===== config.mk =====
export PLATFORM = sky130hd
export DESIGN_NAME = pulse_width_dictionary_encoder_unit_flat
export DESIGN_NICKNAME = d
export VERILOG_FILES = /design/src/sv/pwde_pkg.sv /design/src/sv/pwde_ifs.sv /design/src/sv/pulse_width_dictionary_encoder_unit.sv /design/src/sv/pwde_cell.sv /design/src/flat_wrapper.sv
export SDC_FILE = /design/constraint.sdc
export NUM_CORES = 1
export LEC_CHECK = 0
export BUFFER_PORTS_ARGS = -buffer_cell sky130_fd_sc_hd__buf_2
export CAP_MARGIN = 20
export CORE_ASPECT_RATIO = 0.75
export CORE_MARGIN = 2
export CORE_UTILIZATION = 38
export CTS_CLUSTER_SIZE = 28
export DETAILED_ROUTE_END_ITERATION = 6
export GPL_ROUTABILITY_DRIVEN = 1
export MAX_ROUTING_LAYER = met4
export PLACE_DENSITY = 0.51
export RECOVER_POWER = 25
export SLEW_MARGIN = 20
export SYNTH_ARGS = -nofsm -noshare
export SYNTH_HDL_FRONTEND = slang
export SYNTH_SLANG_ARGS = --single-unit

===== constraint.sdc =====
create_clock -name clk -period 5.4 [get_ports clk]
set_clock_uncertainty 0.1 [all_clocks]
set_input_delay 1.35 -clock clk [delete_from_list [all_inputs] [get_ports clk]]
set_output_delay 1.35 -clock clk [all_outputs]
set_load 0.01 [all_outputs]

===== src/sv/pwde_pkg.sv =====
`timescale 1ns / 1ps
// pwde_pkg: shared widths, result kinds and cell control type
package pwde_pkg;

  localparam int DICT_ENTRIES = 10;
  localparam int PW_W         = 18;
  localparam int IDX_W        = (DICT_ENTRIES > 1) ? $clog2(DICT_ENTRIES) : 1;
  localparam int CNT_W        = $clog2(DICT_ENTRIES + 1);

  typedef enum logic [1:0] {
    KIND_SYMBOL = 2'd0,
    KIND_WIDTH  = 2'd1,
    KIND_ERROR  = 2'd2
  } kind_t;

  typedef struct packed {
    logic load;   // capture the probe width
    logic shift;  // take the neighbor's width
    logic live;   // entry lies below the fill count
  } cell_ctl_t;

endpackage


===== src/sv/pwde_ifs.sv =====
`timescale 1ns / 1ps
// pwde_in_if / pwde_out_if: valid/ready channels for pulses and results
interface pwde_in_if;
  logic                        valid;
  logic                        ready;
  logic [pwde_pkg::PW_W-1:0]   pulse_width;
  logic                        train_end;

  modport source (output valid, output pulse_width, output train_end, input ready);
  modport sink   (input valid, input pulse_width, input train_end, output ready);
endinterface

interface pwde_out_if;
  logic                        valid;
  logic                        ready;
  pwde_pkg::kind_t             kind;
  logic [pwde_pkg::PW_W-1:0]   value;
  logic                        run_last;

  modport source (output valid, output kind, output value, output run_last, input ready);
  modport sink   (input valid, input kind, input value, input run_last, output ready);
endinterface


===== src/sv/pulse_width_dictionary_encoder_unit.sv =====
`timescale 1ns / 1ps
// pulse_width_dictionary_encoder_unit: top level, cell row plus sequencer
//
//   channel | dir | handshake          | payload
//   --------+-----+--------------------+-------------------------------
//   in_ch   | in  | valid/ready        | pulse_width[17:0], train_end
//   out_ch  | out | valid/ready        | kind[1:0], value[17:0], run_last
//
// a pulse that is not the last of its train is taken whenever the registered
// result slot is free; the slot is refilled in the same cycle it is drained
// after a last pulse that does not overflow, the cell row shifts toward cell 0
// once per cycle while the slot is free; cell 0 feeds the result register
// input ready drops while the row dumps and while a result waits unaccepted
// rst_n (synchronous) clears fill count, overflow flag, state and result valid;
// the cell widths are not reset
module pulse_width_dictionary_encoder_unit (
  input  logic       clk,
  input  logic       rst_n,
  pwde_in_if.sink    in_ch,
  pwde_out_if.source out_ch
);

  localparam int N = pwde_pkg::DICT_ENTRIES;

  typedef enum logic {
    ST_RUN,
    ST_DUMP
  } state_t;

  state_t                         state_r;
  logic [pwde_pkg::CNT_W-1:0]     count_r;
  logic                           ovf_r;

  logic                           out_valid_r;
  pwde_pkg::kind_t                out_kind_r;
  logic [pwde_pkg::PW_W-1:0]      out_value_r;
  logic                           out_last_r;

  // cell row
  pwde_pkg::cell_ctl_t            ctl     [N];
  logic [pwde_pkg::PW_W-1:0]      cell_w  [N];
  logic [N-1:0]                   hit;

  logic                           slot_free;
  logic                           accept;
  logic                           any_hit;
  logic [pwde_pkg::IDX_W-1:0]     hit_idx;
  logic                           full;
  logic                           add_entry;
  logic                           dump_step;

  assign slot_free = !out_valid_r || out_ch.ready;
  assign in_ch.ready = (state_r == ST_RUN) && slot_free;
  assign accept = in_ch.valid && in_ch.ready;

  // lowest matching entry wins
  always_comb begin
    any_hit = 1'b0;
    hit_idx = '0;
    for (int i = N - 1; i >= 0; i--) begin
      if (hit[i]) begin
        any_hit = 1'b1;
        hit_idx = pwde_pkg::IDX_W'(i);
      end
    end
  end

  assign full      = (count_r == pwde_pkg::CNT_W'(N));
  assign add_entry = accept && !ovf_r && !any_hit && !full;
  assign dump_step = (state_r == ST_DUMP) && slot_free;

  for (genvar g = 0; g < N; g++) begin : g_cell
    logic [pwde_pkg::PW_W-1:0] nbr_w;

    if (g == N - 1) begin : g_tail
      assign nbr_w = '0;
    end else begin : g_link
      assign nbr_w = cell_w[g+1];
    end

    always_comb begin
      ctl[g].load  = add_entry && (count_r == pwde_pkg::CNT_W'(g));
      ctl[g].shift = dump_step;
      ctl[g].live  = (count_r > pwde_pkg::CNT_W'(g));
    end

    pwde_cell u_cell (
      .clk        (clk),
      .ctl        (ctl[g]),
      .probe      (in_ch.pulse_width),
      .next_width (nbr_w),
      .width      (cell_w[g]),
      .hit        (hit[g])
    );
  end

  // sequencer and result register
  always_ff @(posedge clk) begin
    if (!rst_n) begin
      state_r     <= ST_RUN;
      count_r     <= '0;
      ovf_r       <= 1'b0;
      out_valid_r <= 1'b0;
    end else begin
      if (out_ch.ready) begin
        out_valid_r <= 1'b0;
      end
      unique case (state_r)
        ST_RUN: begin
          if (accept) begin
            if (ovf_r) begin
              // rest of an overflowed train is dropped until its last pulse
              if (in_ch.train_end) begin
                count_r <= '0;
                ovf_r   <= 1'b0;
              end
            end else if (any_hit || !full) begin
              out_valid_r <= 1'b1;
              out_kind_r  <= pwde_pkg::KIND_SYMBOL;
              out_value_r <= any_hit ? pwde_pkg::PW_W'(hit_idx)
                                     : pwde_pkg::PW_W'(count_r);
              out_last_r  <= !in_ch.train_end;
              if (!any_hit) begin
                count_r <= count_r + 1'b1;
              end
              if (in_ch.train_end) begin
                state_r <= ST_DUMP;
              end
            end else begin
              // one distinct width too many
              out_valid_r <= 1'b1;
              out_kind_r  <= pwde_pkg::KIND_ERROR;
              out_value_r <= '0;
              out_last_r  <= 1'b1;
              if (in_ch.train_end) begin
                count_r <= '0;
              end else begin
                ovf_r <= 1'b1;
              end
            end
          end
        end
        ST_DUMP: begin
          if (slot_free) begin
            out_valid_r <= 1'b1;
            out_kind_r  <= pwde_pkg::KIND_WIDTH;
            out_value_r <= cell_w[0];
            out_last_r  <= (count_r == pwde_pkg::CNT_W'(1));
            count_r     <= count_r - 1'b1;
            if (count_r == pwde_pkg::CNT_W'(1)) begin
              state_r <= ST_RUN;
            end
          end
        end
        default: begin
          state_r <= ST_RUN;
        end
      endcase
    end
  end

  assign out_ch.valid    = out_valid_r;
  assign out_ch.kind     = out_kind_r;
  assign out_ch.value    = out_value_r;
  assign out_ch.run_last = out_last_r;

endmodule


===== src/sv/pwde_cell.sv =====
`timescale 1ns / 1ps
// pwde_cell: one dictionary entry with its match compare and shift link
module pwde_cell (
  input  logic                        clk,
  input  pwde_pkg::cell_ctl_t         ctl,
  input  logic [pwde_pkg::PW_W-1:0]   probe,
  input  logic [pwde_pkg::PW_W-1:0]   next_width,
  output logic [pwde_pkg::PW_W-1:0]   width,
  output logic                        hit
);

  logic [pwde_pkg::PW_W-1:0] width_r;

  always_ff @(posedge clk) begin
    if (ctl.load) begin
      width_r <= probe;
    end else if (ctl.shift) begin
      width_r <= next_width;
    end
  end

  assign width = width_r;
  assign hit   = ctl.live && (width_r == probe);

endmodule


===== src/flat_wrapper.sv =====
// flat-port wrapper written by rule: the top's interface ports become plain ports
module pulse_width_dictionary_encoder_unit_flat 
  (clk, rst_n, in_ch_valid, in_ch_pulse_width, in_ch_train_end, in_ch_ready, out_ch_valid, out_ch_kind, out_ch_value, out_ch_run_last, out_ch_ready);
  pwde_in_if in_ch_i ();
  pwde_out_if out_ch_i ();
  input  logic clk;
  input  logic rst_n;
  input wire logic [$bits(in_ch_i.valid)-1:0] in_ch_valid;
  input wire logic [$bits(in_ch_i.pulse_width)-1:0] in_ch_pulse_width;
  input wire logic [$bits(in_ch_i.train_end)-1:0] in_ch_train_end;
  output wire logic [$bits(in_ch_i.ready)-1:0] in_ch_ready;
  output wire logic [$bits(out_ch_i.valid)-1:0] out_ch_valid;
  output wire logic [$bits(out_ch_i.kind)-1:0] out_ch_kind;
  output wire logic [$bits(out_ch_i.value)-1:0] out_ch_value;
  output wire logic [$bits(out_ch_i.run_last)-1:0] out_ch_run_last;
  input wire logic [$bits(out_ch_i.ready)-1:0] out_ch_ready;
  assign in_ch_i.valid = in_ch_valid;
  assign in_ch_i.pulse_width = in_ch_pulse_width;
  assign in_ch_i.train_end = in_ch_train_end;
  assign in_ch_ready = in_ch_i.ready;
  assign out_ch_valid = out_ch_i.valid;
  assign out_ch_kind = out_ch_i.kind;
  assign out_ch_value = out_ch_i.value;
  assign out_ch_run_last = out_ch_i.run_last;
  assign out_ch_i.ready = out_ch_ready;
  pulse_width_dictionary_encoder_unit u_core (.clk(clk), .rst_n(rst_n), .in_ch(in_ch_i), .out_ch(out_ch_i));
endmodule

# [Word-level counts from Yosys, hierarchy flattened]
# Cells that the tools add are included.
[classes] n_reduce_logical=47 addsub=2 n_eq_ne=24 n_mux=78 bitwise_logic=1 order_cmp=10
[ops] cell="$mux 18" count=24
[ops] cell="$eq 18x18->1" count=10
[ops] cell="$mux 4" count=17
[ops] cell="$pmux 18 s2" count=1
[ops] cell="$mux 1" count=27
[ops] cell="$logic_and 1x1->1" count=26
[ops] cell="$reduce_bool 2->1" count=10
[ops] cell="$eq 4x3->1 const B" count=4
[ops] cell="$gt 4x3->1 const B" count=4
[ops] cell="$eq 4x4->1 const B" count=3
[ops] cell="$eq 4x2->1 const B" count=2
[ops] cell="$gt 4x1->1 const B" count=2
[ops] cell="$gt 4x2->1 const B" count=2
[ops] cell="$gt 4x4->1 const B" count=2
[ops] cell="$mux 2" count=4
[ops] cell="$pmux 4 s2" count=1
[ops] cell="$pmux 1 s2" count=3
[ops] cell="$logic_not 1->1" count=5
[ops] cell="$add 4x1->4 const B" count=1
[ops] cell="$eq 4x1->1 const B" count=1
[ops] cell="$logic_not 4->1" count=1
[ops] cell="$ne 2x2->1 const B" count=2
[ops] cell="$ne 4x3->1 const B" count=1
[ops] cell="$pmux 2 s2" count=1
[ops] cell="7 further kinds" count=8
[totals] inputBits=23 ff_bits=208 word_cells=179

# [Longest topological paths before layout]
# Gate-level depths: netlist of the first run.
[logic_depth] depth_word=17 depth_mapped=15 ltp_nobuf=11

# [Cells and area by module]
# A second synthesis of the first run with hierarchy kept.
[unflattened] cells_unflattened=798 area_unflattened_um2=11252.0
[by_module_without_submodules] module="pwde_cell" n_inst=10 area_per_inst_um2=962.2 seq_area_each_um2=540.5 cells_per_inst=63
[by_module_without_submodules] module="pulse_width_dictionary_encoder_unit" n_inst=1 area_per_inst_um2=1630.3 seq_area_each_um2=770.7 cells_per_inst=168

# [Worst setup path after synthesis of the first run]
# No wires, ideal clock.
[synth_timing] kind="input to register" start="input in_ch_pulse_width[16]" end="register u_core.g_cell[5].u_cell.width_r (netlist bit u_core.g_cell[5].u_cell.width[0]), enable pin" stages=12 setup_time_ps=377 setup_slack_ps=917 arrival_ps=4006 path_cell_list="buf_6 -> xor2_1 -> nor4_1 -> and4_4 -> or4_4 -> nor4_4 -> and2_1 -> buf_6 -> and3_1 -> buf_4 -> buf_6 -> nand2b_1"
[synth_between] elab_chain_cells=17 word_cells_on_any_way=35 classes_between="eq/ne: 10; mux: 10; reduce/logical: 15"
[synth_lines] item="start: declaration" line="flat_wrapper.sv:9" text="input wire logic [$bits(in_ch_i.pulse_width)-1:0] in_ch_pulse_width;"
[synth_lines] item="$eq 18x18->1" line="pwde_cell.sv:23" text="assign hit = ctl.live && (width_r == probe);"
[synth_lines] item="$logic_and 1x1->1" line="pwde_cell.sv:23"
[synth_lines] item="$mux 1 (9 in series)" line="pulse_width_dictionary_encoder_unit.sv:61" text="if (hit[i]) begin"
[synth_lines] item="$mux 1 (*)" line="pulse_width_dictionary_encoder_unit.sv:61"
[synth_lines] item="$logic_not 1->1 (*)" line="pulse_width_dictionary_encoder_unit.sv:69" text="assign add_entry = accept && !ovf_r && !any_hit && !full;"
[synth_lines] item="$logic_and 1x1->1 (*) (2 in series)" line="pulse_width_dictionary_encoder_unit.sv:69"
[synth_lines] item="$logic_and 1x1->1 (*)" line="pulse_width_dictionary_encoder_unit.sv:82" text="ctl[g].load = add_entry && (count_r == pwde_pkg::CNT_W'(g));"
[synth_lines] item="$reduce_bool 2->1 (no source line) (*)"
[synth_lines] item="end signal: assignment" line="pwde_cell.sv:16" text="width_r <= probe;"
[synth_lines] item="end signal: assignment" line="pwde_cell.sv:18" text="width_r <= next_width;"
[synth_lines] item="end: declaration" line="pwde_cell.sv:12" text="logic [pwde_pkg::PW_W-1:0] width_r;"
# Every way passes the cells marked *; elsewhere a longest branch is shown, timed or not.
# A chain may end at the register's enable or synchronous reset.

# [Final worst setup path of the first run]
[layout_timing] start="input in_ch_pulse_width[10]" end="register u_core.g_cell[1].u_cell.width_r (netlist bit u_core.g_cell[1].u_cell.width[0]), enable pin"
[layout_between] elab_chain_cells=17 word_cells_on_any_way=35 classes_between="eq/ne: 10; mux: 10; reduce/logical: 15"
[layout_lines] item="$eq 18x18->1" line="pwde_cell.sv:23"
[layout_lines] item="$logic_and 1x1->1" line="pwde_cell.sv:23"
[layout_lines] item="$mux 1 (9 in series)" line="pulse_width_dictionary_encoder_unit.sv:61"
[layout_lines] item="$mux 1 (*)" line="pulse_width_dictionary_encoder_unit.sv:61"
[layout_lines] item="$logic_not 1->1 (*)" line="pulse_width_dictionary_encoder_unit.sv:69"
[layout_lines] item="$logic_and 1x1->1 (*) (2 in series)" line="pulse_width_dictionary_encoder_unit.sv:69"
[layout_lines] item="$logic_and 1x1->1 (*)" line="pulse_width_dictionary_encoder_unit.sv:82"
[layout_lines] item="$reduce_bool 2->1 (no source line) (*)"
[layout_lines] item="end signal: assignment" line="pwde_cell.sv:16"
[layout_lines] item="end signal: assignment" line="pwde_cell.sv:18"
[layout_lines] item="end: declaration" line="pwde_cell.sv:12"
# Marked as above.

==> metrics.md, run 1 <==
| Metric | Value |
|---|---|
| Synth top area cells | edfxtp_1, mux2_2, xor2_1 |
| Final hold vios | 0 |
| Peak VDD IR | 204 uV |
| CTS H-Tree Depth | 1 |
| M3 GR Usage | 0.0489 |
| First-pass GRT wire length | 48.2 mm |
| Worst-path clk slew | 60 ps |
| Arrival @ worst endpoint | 4810 ps |
| Max_cap viols | 2 |
| Hold buffer count at CTS | 0 |
| Placed wire-length estimate | 23.2 mm |
| Critical Path End Type | register |
| Final worst path period need | 4710 ps |
| Layout area overhead | 11.1% |
| CP Class | in -> reg |
| Clock buffer depth | 3 |
| Final non-filler cell total | 1336 |
| Fmax | 212 MHz |
| Met1 Use GR | 0.353 |
| Global route hottest layer | met1 |
| Clk sinks | 208 |
| Full die area | 32300 um2 |
| DR iter-0 viols | 742 |
| # rows | 55 |
| Gate Count Post-Synth | 880 |
| Req. time, crit path | 5500 ps |
| Initial Util | 0.387 |
| Worst relative slew slack | -0.237 |
| Final period util | 0.873 |
| Layout cells sized above 1 | 0.240 |
| Top cell type by total area after synthesis | edfxtp_1 |
| Largest net degree at the start of global routing | 41 |
| Clk_lat worst skew | 530 ps |
| Hold crit path type | reg -> reg |
| Post-route ant nets | 0 |
| Initial antenna violation count | 0 |
| Unrepaired setup endpoints after global routing | no |
| Avg Cell Area, Syn | 13.3 um2 |
| Main combinational cell family by area after synthesis | multiplexers |
| Post-Synth XOR/XNOR Area | 0.136 |
| Synthesized area | 11700 um2 |
| Total Routing Usage GR | 0.209 |
| I/O pins | 46 |
| Post-synthesis async set-or-reset flop share | 0 |
| Final setup fails | 0 |
| Crit start category | input pin |
| Post-CTS sizing | 0 |
| Critical path's largest stage delay | 580 ps |
| Final #Nets | 947 |
| Worst Max-Slew Pin Slew | 1850 ps |
| Critical path, cell by cell | buf_2, xor2_1, nor4_1, nand3_1, nor4_1, or4_1, nor4_1, and2_1, buf_4, nand3_4, nand2_1, buf_4 |
| CTS buffer count | 24 |
| Yosys reg bits | 208 |
| Die H | 156 um |
| Post-synth top cells | edfxtp_1, xor2_1, mux2_2 |
| Vias in the first global route | 7023 |
| DRC | 0 |
| Drt pass-1 iters | 5 |
| Simple-Gate Fraction of Synth Area | 0.110 |
| Worst-path fanout max | 19 |
| Final WL | 32.0 mm |
| Flop-to-flop setup slack | 740 ps |
| Most frequent cell on the critical path | nor4_1 |
| Via/cell ratio | 5.39 |
| Pwr Density | 330 nW/um2 |
| Cell area after layout | 13000 um2 |
| Violated checks | max-capacitance violations, max-slew violations |
| Synth Flop Type | edfxtp_1 |
| TNS Setup | 0 ps |
| Distinct cells, synth | 54 |
| Antenna cells | 0 |
| Routed length per instance | 23.9 um |
| Top-count cell post-synth | edfxtp_1 |
| Status | complete, but fails checks |
| Util after Layout | 0.430 |
| Die W | 207 um |
| Leak | 4.55 nW |
| Setup bufs post-CTS | 0 |
| Sequential area share after synthesis | 0.527 |
| Yosys top cell area share | 0.515 |
| CP max-delay cell | or4_1 |
| Placer Congestion | 0.893 |
| IO Port Bufs | 45 |
| Total grt overflow | 0 |
| Synth Net Count | 908 |
| Root Buffer | clkbuf_16 |
| Post-synthesis compound-gate area fraction | 0.0224 |
| CTS tree | done |
| Vias | 7200 |
| Number of synthesis warnings | 0 |
| Max Slew Vio Count | 63 |
| Post-layout power | 4.30 mW |
| Post-synthesis mux area share | 0.162 |
| CORE AREA | 30300 um2 |
| Instance area at placement | 12300 um2 |
| Number of flops mapped to enable cells by yosys | 201 |
| Cell count after placement | 1292 |
| Post-synthesis adder-cell area fraction | 0.00534 |
| Met2 usage | 0.247 |
==> sequential cells by signal (all words and copies together), names as in the netlist <==
name / cells
u_core.count_r: 4
u_core.g_cell.u_cell.width: 180
u_core.out_ch.kind: 2
u_core.out_ch.run_last: 1
u_core.out_ch.valid: 1
u_core.out_ch.value: 18
u_core.ovf_r: 1
u_core.state_r: 1
==> area by class of cell <==
type,count,area [um2]
Clock buffer,29,671
Clock inverter,15,100
Fill cell,2871,17300
Inverter,7,26.3
Multi-Input combinational cell,602,5100
Sequential cell,208,6180
Tap cell,399,499
Timing Repair Buffer,76,455
==> metal layers <==
layer  wire length, um  vias to the layer above  part of all wire
met5                 0                        -                 0
met4               304                        0            0.0095
met3              2450                       25             0.077
met2             11500                      213              0.36
met1             17700                     3640              0.55
li1                  -                     3322                 -
==> stage by stage <==
stage / setup WS [ps] / hold slack (ps)
5_1_grt: 403 / 492
4_1_cts: 892 / 481
2_1_floorplan: 917 / 367
6_report: 688 / 473
3_5_place_dp: 350 / 466
3_3_place_gp: 339 / 462
==> cells by family after synthesis <==
group / Yosys count
compound gates: 41
xor+xnor: 181
fa+ha+maj: 5
buf+inv: 70
flops: 208
mux: 163
simple gates: 212
==> where the power goes <==
part / leakage, nW / switching (mW) / internal [mW]
combinational: 2.22 / 0.404 / 0.238
clock: 0.390 / 0.698 / 0.931
sequential: 1.94 / 0.0925 / 1.93
==> layout by cell type, fill, tap and decap left out, drive strengths merged, types with 3 or more instances in the layout <==
cell type,n
edfxtp,201
mux2,163
xor2,126
xnor2,55
clkbuf,55
buf,50
nor4,41
and2,35
nand2,28
nand4,24
nor2,22
nand3,22
clkinv,13
o21ai,11
a21oi,10
nor3,9
inv,8
dfxtp,7
nand2b,6
a31oi,6
or3,5
ha,5
and3,4
o311ai,3
and4b,3
==> path summary, 6_finish.rpt <==
| path | end | startpoint | cells past startpoint |
|---|---|---|---|
| max | u_core.g_cell[1].u_cell.width[0] | in_ch_pulse_width[10] | 12 |
| min | u_core.out_ch.value[5] | u_core.g_cell[0].u_cell.width[5] | 1 |
| max reg2reg | u_core.g_cell[1].u_cell.width[0] | u_core.count_r[1] | 13 |
| min reg2reg | u_core.out_ch.value[5] | u_core.g_cell[0].u_cell.width[5] | 1 |
==> worst max-delay path: cells and delay by family <==
kind | cells | cell delay (ps)
xor gates and xnor gates | 1 | 410
buffers and inverters | 3 | 930
and+or+nand+nor | 8 | 2080
(Power assumes the default switching activity.)
==> run 2, diff against run 1 <==
==> constraint.sdc (replaced) <==
create_clock -name clk -period 5.2 [get_ports clk]
set_clock_uncertainty 0.1 [all_clocks]
set_input_delay 1.3 -clock clk [delete_from_list [all_inputs] [get_ports clk]]
set_output_delay 1.3 -clock clk [all_outputs]
set_load 0.01 [all_outputs]
==> metrics.md, run 2 (same netlist as run 1, synthesis figures left out) <==
| Metric | Value |
|---|---|
| Status | complete, but fails checks |
| Violated checks | max-capacitance violations, max-slew violations |
| Post-CTS sizing | 0 |
| Max reg flops | 180 |
| Met2 usage | 0.253 |
| Layout cells sized above 1 | 0.238 |
| IO Port Bufs | 45 |
| Hold Path Origin | u_core.g_cell[0].u_cell.width[16] |
| Clk_lat worst skew | 540 ps |
| Final hold vios | 0 |
| Util after Layout | 0.433 |
| Instance area at placement | 12400 um2 |
| Worst-path clk slew | 60 ps |
| Final worst path period need | 4620 ps |
| End of the worst register-to-register path | u_core.g_cell[8].u_cell.width[14] |
| Fmax | 216 MHz |
| Clk sinks | 208 |
| Die H | 156 um |
| Final non-filler cell total | 1342 |
| First-pass GRT wire length | 47.6 mm |
| Fin worst setup slack | 578 ps |
| Cell count after placement | 1299 |
| Final period util | 0.889 |
| Initial Util | 0.387 |
| Worst-path fanout max | 19 |
| WHS Path Cells | 1 |
| Root Buffer | clkbuf_16 |
| Leak | 4.58 nW |
| Unrepaired setup endpoints after global routing | no |
| CP Class | in -> reg |
| Antenna cells | 0 |
| M3 GR Usage | 0.0391 |
| CORE AREA | 30300 um2 |
| Total Routing Usage GR | 0.208 |
| Pwr Density | 345 nW/um2 |
| Cell area after layout | 13100 um2 |
| CTS buffer count | 24 |
| TNS Setup | 0 ps |
| Initial antenna violation count | 1 |
| Critical register-to-register path startpoint | u_core.count_r[1] |
| Crit start category | input pin |
| Final setup fails | 0 |
| Critical Path End Type | register |
| Largest net degree at the start of global routing | 41 |
| Pre-CTS setup slack | 369 ps |
| Most common cell after layout, fill and taps aside | edfxtp_1 |
| Peak VDD IR | 218 uV |
| Via/cell ratio | 5.36 |
| Layout area overhead | 11.9% |
| DR iter-0 viols | 661 |
| Post-route ant nets | 0 |
| Clock buffer depth | 3 |
| Hold crit path type | reg -> reg |
| Placer Congestion | 0.839 |
| Worst r2r path cells | 13 |
| Placed wire-length estimate | 23.4 mm |
| # rows | 55 |
| Hold EP | u_core.out_ch.value[16] |
| Arrival @ worst endpoint | 4760 ps |
| Max Slew Vio Count | 63 |
| Vias | 7199 |
| Worst Max-Slew Pin Slew | 1780 ps |
| Vias in the first global route | 6881 |
| Final #Nets | 954 |
| Setup bufs post-CTS | 0 |
| Full die area | 32300 um2 |
| Die W | 207 um |
| Hold buffer count at CTS | 0 |
| Worst hold slack | 472 ps |
| Worst relative slew slack | -0.191 |
| DRC | 0 |
| Req. time, crit path | 5340 ps |
| CTS tree | done |
| Flop-to-flop setup slack | 690 ps |
| Global route hottest layer | met1 |
| Met1 Use GR | 0.349 |
| Routed length per instance | 23.9 um |
| Most frequent cells in the layout | edfxtp_1, xor2_1, mux2_2 |
| CTS H-Tree Depth | 1 |
| Drt pass-1 iters | 4 |
| Max_cap viols | 2 |
| Final WL | 32.0 mm |
| I/O pins | 46 |
| Total grt overflow | 0 |
| FILL cells | 2820 |
| Post-layout power | 4.52 mW |
==> run 2: cell types whose count changed in the layout (fill, tap and decap cells not counted), sizes merged <==
cell    delta
clkbuf     +3
buf        +5
inv        -1
clkinv     -4
bufinv     +3
==> run 2: worst max-delay path by stage <==
stage                                from                           endpoint  slack (ps)  depth (start not counted)
CTS                 in_ch_pulse_width[11]  u_core.g_cell[4].u_cell.width[11]         920                         12
global placement    in_ch_pulse_width[11]   u_core.g_cell[1].u_cell.width[1]         400                         12
floorplan           in_ch_pulse_width[16]   u_core.g_cell[5].u_cell.width[0]         770                         12
finish              in_ch_pulse_width[10]  u_core.g_cell[8].u_cell.width[14]         580                         12
detailed placement  in_ch_pulse_width[11]   u_core.g_cell[1].u_cell.width[9]         370                         12
global route            u_core.count_r[1]   u_core.g_cell[9].u_cell.width[1]         350                         12
==> run 2: where the power goes <==
part / switching (mW) / leakage, nW / internal [mW]
Clock: 0.713 / 0.386 / 1.05
Sequential: 0.103 / 1.94 / 2.01
Combinational: 0.394 / 2.25 / 0.254
==> run 2: critical path, cell delays in order <==
cell and delay [ps]:
buf_2 290, xor2_1 460, nor4_1 100, nand3_1 160, nor4_1 100, or4_1 590, nor4_1 290, and2_1 450
nand4b_2 130, clkbuf_2 420, nand2_1 250, buf_12 200
==> run 2: metal layers <==
layer / vias up / share of wire
li1: 3337 / -
met1: 3612 / 0.55
met2: 218 / 0.37
met3: 32 / 0.060
met4: 0 / 0.013
met5: - / 0
==> run 2: layout make-up <==
class,instances,area [um2],share of cell area
Timing Repair Buffer,83,528,0.0403
Sequential cell,208,6180,0.471
Multi-Input combinational cell,602,5090,0.388
Tap cell,399,499,0.0381
Inverter,7,26.3,0.00200
Clock inverter,13,174,0.0133
Clock buffer,30,623,0.0475
==> run 3, diff against run 2 <==
--- a/config.mk
+++ b/config.mk
@@ -10,6 +10,7 @@
 export CORE_ASPECT_RATIO = 0.75
 export CORE_MARGIN = 2
 export CORE_UTILIZATION = 38
+export CTS_BUF_LIST = sky130_fd_sc_hd__clkbuf_4 sky130_fd_sc_hd__clkbuf_8 sky130_fd_sc_hd__clkbuf_16
 export CTS_CLUSTER_SIZE = 28
 export DETAILED_ROUTE_END_ITERATION = 6
 export GPL_ROUTABILITY_DRIVEN = 1
==> metrics.md, run 3 (same netlist as run 1, synthesis figures left out) <==
| Metric | Value |
|---|---|
| IO Port Bufs | 45 |
| Antenna cells | 0 |
| Placer Congestion | 0.839 |
| Total grt overflow | 0 |
| Critical register-to-register path startpoint | u_core.count_r[1] |
| DR iter-0 viols | 693 |
| Critical path, cell by cell | buf_2, xor2_1, nor4_1, nand3_1, nor4_1, or4_1, nor4_1, and2_1, nand4b_2, clkbuf_2, nand2_1, buf_12 |
| Root Buffer | clkbuf_16 |
| Most frequent cell on the critical path | nor4_1 |
| Status | complete, but fails checks |
| Sequential group share of total power | 0.464 |
| FILL cells | 2812 |
| Post-route ant nets | 0 |
| Crit start category | input pin |
| Arrival @ worst endpoint | 4750 ps |
| Final hold vios | 0 |
| M3 GR Usage | 0.0391 |
| Max reg flops | 180 |
| First-pass GRT wire length | 47.7 mm |
| CTS buffer count | 24 |
| Setup bufs post-CTS | 0 |
| Layout cells sized above 1 | 0.244 |
| Layout area overhead | 12.1% |
| End of the worst register-to-register path | u_core.g_cell[8].u_cell.width[2] |
| Setup crit end | u_core.g_cell[8].u_cell.width[2] |
| Unrepaired setup endpoints after global routing | no |
| Routed length per instance | 23.9 um |
| Met1 Use GR | 0.349 |
| Most common cell after layout, fill and taps aside | edfxtp_1 |
| Multi-input gate area | 5090 um2 |
| Pwr Density | 346 nW/um2 |
| Global route hottest layer | met1 |
| CTS tree | done |
| TNS Setup | 0 ps |
| Vias | 7211 |
| Clock power share | 0.394 |
| Flop-to-flop setup slack | 700 ps |
| Sw Share | 0.266 |
| Via/cell ratio | 5.37 |
| Critical path's largest stage delay | 580 ps |
| Vias in the first global route | 6886 |
| Power Internal | 3.34 mW |
| Final period util | 0.886 |
| CORE AREA | 30300 um2 |
| Gate power share | 0.142 |
| Clock buffer depth | 3 |
| Worst hold slack | 471 ps |
| Critical Path End Type | register |
| Final non-filler cell total | 1342 |
| DRC | 0 |
| Req. time, crit path | 5350 ps |
| Placed wire-length estimate | 23.4 mm |
| Peak VDD IR | 218 uV |
| Worst Max-Slew Pin Slew | 1760 ps |
| Largest net degree at the start of global routing | 41 |
| Die H | 156 um |
| Max_cap viols | 2 |
| Util after Layout | 0.434 |
| Met2 usage | 0.253 |
| Die W | 207 um |
| Full die area | 32300 um2 |
| Post-CTS sizing | 0 |
| Worst r2r path cells | 13 |
| Initial Util | 0.387 |
| Clk sinks | 208 |
| Final setup fails | 0 |
| Hold buffer count at CTS | 0 |
| # rows | 55 |
| Final #Nets | 954 |
| Fmax | 217 MHz |
| Most frequent cells in the layout | edfxtp_1, xor2_1, mux2_2 |
| CP max-delay cell | or4_1 |
| Final WL | 32.0 mm |
| Leak | 4.60 nW |
| Cell count after placement | 1299 |
| Register area | 6180 um2 |
| Worst-path clk slew | 60 ps |
| Max Slew Vio Count | 63 |
| I/O pins | 46 |
| Critical Path Source | in_ch_pulse_width[10] |
| Drt pass-1 iters | 4 |
| CTS H-Tree Depth | 1 |
| Clk_lat worst skew | 540 ps |
| Hold crit path type | reg -> reg |
| CP Class | in -> reg |
| Violated checks | max-capacitance violations, max-slew violations |
| Initial antenna violation count | 1 |
| Worst relative slew slack | -0.176 |
| Worst-path fanout max | 19 |
| Sw Pwr | 1.21 mW |
| Final worst path period need | 4610 ps |
| Total Routing Usage GR | 0.208 |
[run 3: final cells by class]
type	count	area share
clock buffers	30	0.0491
multi-input cells	602	0.387
clock inverters	13	0.0132
well taps	399	0.0380
inverters	7	0.00200
repair buffers	83	0.0402
flip-flops and latches	208	0.470
[run 3: per-layer routing]
| metal | vias up | wire length [um] |
|---|---|---|
| met3 | 30 | 1970 |
| met4 | 0 | 410 |
| met1 | 3616 | 17700 |
| met2 | 224 | 12000 |
| li1 | 3341 | - |
| met5 | - | 0 |
[run 3: power by group through the flow]
| stage | Sequential [mW] | Combinational [mW] | Clock [mW] |
|---|---|---|---|
| 2_1_floorplan | 2.10 | 0.453 | 0 |
| 3_3_place_gp | 2.15 | 0.654 | 0 |
| 3_5_place_dp | 2.14 | 0.653 | 0 |
| 4_1_cts | 2.11 | 0.658 | 1.83 |
| 5_1_grt | 2.12 | 0.706 | 1.90 |
| 6_report | 2.11 | 0.647 | 1.79 |
[run 3: worst max-delay path: cells and delay by family]
family / cells / cell delay (ps)
and+or+nand+nor: 8 / 2060
xor gates and xnor gates: 1 / 460
buffers and inverters: 3 / 900
[run 3: how the worst min path moves through the flow]
stage,start,depth (start not counted),end,slack [ps]
after floorplan,u_core.state_r,0,u_core.out_ch.kind[0],370
after CTS,u_core.g_cell[0].u_cell.width[16],1,u_core.out_ch.value[16],480
after global routing,u_core.g_cell[0].u_cell.width[14],1,u_core.out_ch.value[14],500
final,u_core.g_cell[0].u_cell.width[9],1,u_core.out_ch.value[9],470
after global placement,u_core.g_cell[0].u_cell.width[14],1,u_core.out_ch.value[14],450
after detailed placement,u_core.g_cell[0].u_cell.width[14],1,u_core.out_ch.value[14],460
[run 3: stage by stage]
step	instance area [um2]	setup WS (ps)	power, mW
3_5_place_dp	12400	369	2.80
2_1_floorplan	11700	767	2.56
3_3_place_gp	12400	401	2.80
4_1_cts	13200	924	4.60
5_1_grt	13100	353	4.73
6_report	13100	592	4.55
